[src/rtl/arcs_pkg.sv]
package arcs_pkg;

  localparam int ADDR_W          = 32;
  localparam int PREFIX_W        = 6;
  localparam int QUEUE_DEPTH_DEF = 2;

  typedef struct packed {
    logic [ADDR_W-1:0] range_start;
    logic [ADDR_W-1:0] range_end;
  } range_t;

  typedef struct packed {
    logic [ADDR_W-1:0]   block_base;
    logic [PREFIX_W-1:0] prefix_length;
    logic [ADDR_W-1:0]   block_mask;
    logic                last_block;
  } block_t;

  typedef struct packed {
    logic full;
    logic empty;
  } q_status_t;

endpackage

[src/rtl/arcs_front.sv]
module arcs_front
  import arcs_pkg::*;
(
  input  logic      range_valid,
  output logic      range_ready,
  input  range_t    range_item,
  input  q_status_t qs,
  output logic      push,
  output range_t    push_item
);

  logic nonempty;

  // empty ranges are taken and dropped here
  assign nonempty    = range_item.range_start <= range_item.range_end;
  assign range_ready = !qs.full;
  assign push        = range_valid && range_ready && nonempty;
  assign push_item   = range_item;

endmodule

[src/rtl/arcs_queue.sv]
module arcs_queue
  import arcs_pkg::*;
#(
  parameter int DEPTH = QUEUE_DEPTH_DEF
) (
  input  logic      clk,
  input  logic      rst,
  input  logic      push,
  input  range_t    push_item,
  input  logic      pop,
  output q_status_t qs,
  output range_t    head
);

  localparam int PTR_W = $clog2(DEPTH);
  localparam int CNT_W = $clog2(DEPTH + 1);

  range_t             entries [DEPTH];
  logic [PTR_W-1:0]   wr_ptr;
  logic [PTR_W-1:0]   rd_ptr;
  logic [CNT_W-1:0]   count;
  logic               do_push;
  logic               do_pop;

  assign qs.full  = count == CNT_W'(DEPTH);
  assign qs.empty = count == '0;
  assign do_push  = push && !qs.full;
  assign do_pop   = pop && !qs.empty;
  assign head     = entries[rd_ptr];

  always_ff @(posedge clk) begin
    if (do_push) begin
      entries[wr_ptr] <= push_item;
    end
  end

  always_ff @(posedge clk) begin
    if (rst) begin
      wr_ptr <= '0;
      rd_ptr <= '0;
      count  <= '0;
    end else begin
      if (do_push) begin
        wr_ptr <= (wr_ptr == PTR_W'(DEPTH - 1)) ? '0 : wr_ptr + PTR_W'(1);
      end
      if (do_pop) begin
        rd_ptr <= (rd_ptr == PTR_W'(DEPTH - 1)) ? '0 : rd_ptr + PTR_W'(1);
      end
      if (do_push && !do_pop) begin
        count <= count + CNT_W'(1);
      end else if (do_pop && !do_push) begin
        count <= count - CNT_W'(1);
      end
    end
  end

  a_count_bound: assert property (@(posedge clk) disable iff (rst)
    count <= CNT_W'(DEPTH))
    else $error("queue count beyond depth");

  a_push_lands: assert property (@(posedge clk) disable iff (rst)
    (do_push && !do_pop) |=> !qs.empty)
    else $error("pushed entry lost");

  a_pop_drains: assert property (@(posedge clk) disable iff (rst)
    (do_pop && !do_push) |=> !qs.full)
    else $error("queue full after pop");

endmodule

[src/rtl/arcs_back.sv]
module arcs_back
  import arcs_pkg::*;
(
  input  logic      clk,
  input  logic      rst,
  input  q_status_t qs,
  input  range_t    head,
  output logic      pop,
  output logic      block_valid,
  input  logic      block_ready,
  output block_t    block_item
);

  logic                busy;
  logic [ADDR_W-1:0]   cur;
  logic [ADDR_W:0]     rem;
  logic                adv;
  logic [ADDR_W-1:0]   smear;
  logic [ADDR_W-1:0]   hi_bit;
  logic [ADDR_W-1:0]   lo_bit;
  logic [ADDR_W-1:0]   size;
  logic [4:0]          size_log;
  logic                final_blk;

  // largest aligned block: min of lowest set bit of cursor and top bit of remainder
  always_comb begin
    smear = rem[ADDR_W-1:0];
    smear = smear | (smear >> 1);
    smear = smear | (smear >> 2);
    smear = smear | (smear >> 4);
    smear = smear | (smear >> 8);
    smear = smear | (smear >> 16);
    if (rem[ADDR_W]) begin
      smear  = '1;
      hi_bit = {1'b1, {(ADDR_W-1){1'b0}}};
    end else begin
      hi_bit = smear & ~(smear >> 1);
    end
    if (cur == '0) begin
      lo_bit = {1'b1, {(ADDR_W-1){1'b0}}};
    end else begin
      lo_bit = cur & (~cur + ADDR_W'(1));
    end
    size = (|(lo_bit & smear)) ? lo_bit : hi_bit;
    size_log = '0;
    for (int i = 0; i < ADDR_W; i++) begin
      if (size[i]) begin
        size_log = size_log | 5'(i);
      end
    end
  end

  assign final_blk = rem == {1'b0, size};
  assign adv       = busy && (!block_valid || block_ready);
  assign pop       = !busy && !qs.empty;

  always_ff @(posedge clk) begin
    if (rst) begin
      busy        <= 1'b0;
      block_valid <= 1'b0;
    end else begin
      if (pop) begin
        busy <= 1'b1;
      end else if (adv && final_blk) begin
        busy <= 1'b0;
      end
      if (adv) begin
        block_valid <= 1'b1;
      end else if (block_ready) begin
        block_valid <= 1'b0;
      end
    end
  end

  always_ff @(posedge clk) begin
    if (pop) begin
      cur <= head.range_start;
      rem <= {1'b0, head.range_end} - {1'b0, head.range_start} + (ADDR_W+1)'(1);
    end else if (adv) begin
      cur <= cur + size;
      rem <= rem - {1'b0, size};
    end
    if (adv) begin
      block_item.block_base    <= cur;
      block_item.prefix_length <= PREFIX_W'(ADDR_W) - {1'b0, size_log};
      block_item.block_mask    <= ~size + ADDR_W'(1);
      block_item.last_block    <= final_blk;
    end
  end

  a_rem_live: assert property (@(posedge clk) disable iff (rst)
    busy |-> rem != '0)
    else $error("active run with nothing left");

  a_run_continues: assert property (@(posedge clk) disable iff (rst)
    (adv && !final_blk) |=> busy)
    else $error("run ended before last block");

  a_block_aligned: assert property (@(posedge clk) disable iff (rst)
    block_valid |-> (block_item.block_base & ~block_item.block_mask) == '0)
    else $error("emitted block not aligned");

  a_no_pop_busy: assert property (@(posedge clk) disable iff (rst)
    (adv && !final_blk) |-> !pop)
    else $error("new range loaded during a run");

endmodule

[src/rtl/address_range_to_cidr_split_core.sv]
// Splits each inclusive address range into its shortest ascending run of aligned
// power-of-two blocks, capped at /1, and emits one block per cycle while the
// output side keeps taking them. A single block-split engine loads a range from
// the input queue only while no run is in progress; the longest run has 62
// blocks. Ranges whose start exceeds their end are accepted and dropped without
// any output. Accepted ranges wait in a small queue (QUEUE_DEPTH entries), so
// the input keeps accepting while a run is being emitted until that queue fills.
// The last block of each run carries last_block set.
module address_range_to_cidr_split_core
  import arcs_pkg::*;
#(
  parameter int QUEUE_DEPTH = QUEUE_DEPTH_DEF
) (
  input  logic   clk,
  input  logic   rst,
  input  logic   range_valid,
  output logic   range_ready,
  input  range_t range_item,
  output logic   block_valid,
  input  logic   block_ready,
  output block_t block_item
);

  q_status_t qs;
  logic      push;
  range_t    push_item;
  logic      pop;
  range_t    head;

  arcs_front u_front (
    .range_valid (range_valid),
    .range_ready (range_ready),
    .range_item  (range_item),
    .qs          (qs),
    .push        (push),
    .push_item   (push_item)
  );

  arcs_queue #(
    .DEPTH (QUEUE_DEPTH)
  ) u_queue (
    .clk       (clk),
    .rst       (rst),
    .push      (push),
    .push_item (push_item),
    .pop       (pop),
    .qs        (qs),
    .head      (head)
  );

  arcs_back u_back (
    .clk         (clk),
    .rst         (rst),
    .qs          (qs),
    .head        (head),
    .pop         (pop),
    .block_valid (block_valid),
    .block_ready (block_ready),
    .block_item  (block_item)
  );

endmodule

[config.mk]
export PLATFORM = sky130hd
export DESIGN_NAME = address_range_to_cidr_split_core
export DESIGN_NICKNAME = d
export VERILOG_FILES = /design/src/rtl/arcs_pkg.sv /design/src/rtl/arcs_front.sv /design/src/rtl/arcs_queue.sv /design/src/rtl/arcs_back.sv /design/src/rtl/address_range_to_cidr_split_core.sv
export SDC_FILE = /design/constraint.sdc
export NUM_CORES = 1
export LEC_CHECK = 0
export BUFFER_PORTS_ARGS = -buffer_cell sky130_fd_sc_hd__clkbuf_2
export CAP_MARGIN = 15
export CORE_ASPECT_RATIO = 0.5
export CORE_MARGIN = 2
export CORE_UTILIZATION = 42
export CTS_BUF_LIST = sky130_fd_sc_hd__clkbuf_2
export CTS_CLUSTER_DIAMETER = 150
export CTS_CLUSTER_SIZE = 30
export DETAILED_ROUTE_END_ITERATION = 8
export GPL_ROUTABILITY_DRIVEN = 1
export PLACE_DENSITY = 0.59
export SYNTH_ARGS = -nofsm -noshare
export SYNTH_HDL_FRONTEND = slang
export SYNTH_SLANG_ARGS = --single-unit
export TNS_END_PERCENT = 1
[constraint.sdc]
create_clock -name clk -period 10.22 [get_ports clk]
set_clock_uncertainty 0.05 [all_clocks]
set_input_delay 1.533 -clock clk [delete_from_list [all_inputs] [get_ports clk]]
set_output_delay 1.533 -clock clk [all_outputs]
set_load 0.1 [all_outputs]
==> load_flow_metrics.sql <==
INSERT INTO impl_metrics (metric_group, metric, value, unit) VALUES
('sta', 'max-slew-margin-rel', '12.61', '%'),
('floorplan', 'die_area', '44880', 'um^2'),
('final_layout', 'commonest_cells_after_routing_fill_and_taps_aside', '264 x sky130_fd_sc_hd__edfxtp_1, 160 x sky130_fd_sc_hd__ha_1, 157 x sky130_fd_sc_hd__clkbuf_2', ''),
('min_path', 'worst_hold_path.num_cells', '2', ''),
('power', 'share_clk_of_total_power', '11.7', '%'),
('synth', 'asyncSetResetFlopFracSynth', '0', '%'),
('detailed_routing', 'antenna_violating_nets_post_route', '0', ''),
('power', 'p_int', '1941', 'uW'),
('final_layout', 'final_cell_area', '19640', 'um^2'),
('cts', 'num_cts_buffers', '13', ''),
('synth', 'synth_largest_type_area_fraction', '43.79', '%'),
('detailed_routing', 'avgViaCountPerCell', '5.789', ''),
('detailed_routing', 'number_of_design_rule_violations_left_by_the_first_detailed_router_iteration', '1314', ''),
('cts', 'cts_hold_buf', '0', ''),
('floorplan', 'number_of_placement_rows', '53', ''),
('place', 'placedInstanceArea', '19510', 'um^2'),
('cts', 'cts.reportedPaths.clkPinSlew', '560', 'ps'),
('global_route', 'grt_first_pass_wirelength', '80080', 'um'),
('setup_path', 'timing.critical_path.arrival', '9130', 'ps'),
('synth', 'synth-adder-area-share', '11.39', '%'),
('global_route', 'grt_overflow_total', '0', ''),
('detailed_routing', 'total_via_count_in_the_routed_design', '14240', ''),
('sta', 'min_period', '8309', 'ps'),
('detailed_routing', 'remaining_drc_errors', '0', ''),
('sta', 'fmaxAchievable', '120.4', 'MHz'),
('power', 'share_comb_of_total_power', '42.8', '%'),
('power', 'vdd_ir_drop_max', '0.00007217', 'V'),
('place', 'port_buffers', '140', ''),
('synth', 'synth_compound_gate_area_share', '15.80', '%'),
('min_path', 'hold_start', 'u_queue.rd_ptr', ''),
('sta', 'rsz0062_at_grt', 'false', ''),
('cts', 'tritoncts_clock_tree', 'built', ''),
('power', 'p_sw_share', '41.53', '%'),
('sta', 'finalHoldViolations', '0', ''),
('sta', 'worst_pin_slew', '1307', 'ps'),
('synth', 'synthesis.yosys.warnings', '0', ''),
('floorplan', 'die_height', '150.8', 'um'),
('setup_path', 'end_kind', 'flop', ''),
('synth', 'ys_dominant_reg_cell', 'sky130_fd_sc_hd__edfxtp_1', ''),
('final_layout', 'final_cell_count_no_fill', '2460', ''),
('floorplan', 'initial_core_util', '42.86', '%'),
('global_route', 'grt_max_degree', '68', ''),
('final_layout', 'layout.cells.most_common', 'sky130_fd_sc_hd__edfxtp_1', ''),
('power', 'powerDensity', '169.1', 'nW/um^2'),
('setup_path', 'cp.required', '11050', 'ps'),
('detailed_routing', 'route.detailed.wl_per_inst', '21.65', 'um'),
('setup_path', 'ff2ff_setup_slack', '1910', 'ps'),
('place', 'post-place-cells', '2439', ''),
('final_layout', 'area.growth.synth_to_final', '8.466', '%'),
('global_route', 'track_usage', '23.36', '%'),
('synth', 'post_synth.cell_area_avg', '10.37', 'um^2'),
('synth', 'synth.cell_area', '18100', 'um^2'),
('floorplan', 'floorplan.io_pins', '141', ''),
('global_route', 'via_count_of_the_first_global_routing_pass', '13120', ''),
('floorplan', 'die_width', '297.6', 'um'),
('setup_path', 'worstSetupStartpointType', 'flop', ''),
('place', 'detailed_place_hpwl', '41470', 'um'),
('setup_path', 'worst_path_largest_cell_delay', '790', 'ps'),
('sta', 'final-max-slew-violation-count', '0', ''),
('power', 'power_switching', '1379', 'uW'),
('place', 'routabilityCongestion', '0.9633', ''),
('sta', 'finalSetupViolations', '0', ''),
('synth', 'synth.yosys.seq_area_share', '44.56', '%'),
('status', 'status', 'finished clean', ''),
('synth', 'synth-edff-count', '264', ''),
('global_route', 'grt_antenna_before_repair', '2', ''),
('flow_run', 'max-cap-violations', '0', ''),
('setup_path', 'cpLargestDelayFamily', 'simple AND/OR/NAND/NOR gates', ''),
('min_path', 'min_path_type', 'flop to flop', ''),
('power', 'leakage', '0.007786', 'uW'),
('setup_path', 'cp_slowest_cell', 'sky130_fd_sc_hd__nor4_1', '');
==> metrics by stage <==
| stage | setup WS [ps] | hold slack [ps] | total power [uW] |
|---|---|---|---|
| after floorplan | 2957 | 398.9 | 2542 |
| after global placement | 2251 | 441.7 | 2921 |
| after detailed placement | 2132 | 454.0 | 2923 |
| after CTS | 2105 | 512.9 | 3317 |
| after global routing | 1477 | 541.4 | 3515 |
| final | 1911 | 507.6 | 3320 |
==> power groups by stage <==
stage	Sequential [uW]	Clock [uW]	Combinational (uW)
detailed placement	1530	0	1390
finish	1510	390	1420
CTS	1500	409	1400
global placement	1530	0	1400
floorplan	1640	0	897
global route	1520	434	1560
==> synthesized netlist by cell type (all sizes together), types with 33 or more instances <==
cell type  instances
mux2              33
a21oi            126
xnor2             57
edfxtp           264
nand3             52
mux2i             38
or3               34
inv              109
o21ai            102
nand2            106
nor2             126
a21o              39
nor3              65
ha               160
==> sequential cells by signal, summed over array words and instances (netlist names), named ones only <==
name                cells
u_back.block_item      71
u_back.block_valid      1
u_back.busy             1
u_back.cur             32
u_back.rem             33
u_queue.count           2
u_queue.entries       128
u_queue.rd_ptr          1
u_queue.wr_ptr          1
==> kinds of logic after synthesis <==
group / Yosys count
flip-flops: 271
multiplexers: 71
AND/OR/NAND/NOR: 564
adder cells (fa/ha/maj): 163
AO/OA/AOI/OAI: 442
buffers and inverters: 149
XOR/XNOR: 86
==> layout make-up <==
type                       count  area [um^2]
tap                          577        721.9
fill                        4101        22610
antenna                        2        5.005
sequential                   271         8069
clock inverter                 2        33.78
inverter                     109        409.1
multi-input combinational   1326         9492
clock buffer                  17        85.08
timing repair buffer         156        820.8
==> routing by layer <==
layer / share of wire [%] / routed length [um] / global-route usage [%] / vias up
met5: 0 / 0 / 0 / -
met4: 1.1 / 565 / 2.854 / 0
met3: 9.5 / 5045 / 5.508 / 31
met2: 37 / 19880 / 30.97 / 563
met1: 52 / 27770 / 38.24 / 6760
li1: - / - / - / 6886
==> worst max path at each step <==
stage              startpoint             end  slack (ps)  depth (start not counted)
2_1_floorplan  u_back.rem[28]  u_back.rem[28]        2960                         26
3_3_place_gp   u_back.rem[28]  u_back.rem[28]        2250                         22
3_5_place_dp   u_back.rem[28]  u_back.rem[28]        2130                         22
4_1_cts        u_back.rem[28]  u_back.rem[28]        2100                         22
5_1_grt        u_back.rem[28]  u_back.cur[30]        1480                         24
6_report       u_back.rem[28]  u_back.rem[28]        1910                         25
==> worst min-delay path, stage by stage, from the launching register on <==
cell and delay (ps):
sky130_fd_sc_hd__dfxtp_1 450, sky130_fd_sc_hd__xnor2_1 140, sky130_fd_sc_hd__nor2_1 40
No activity file was read; power rests on OpenSTA's default activity.
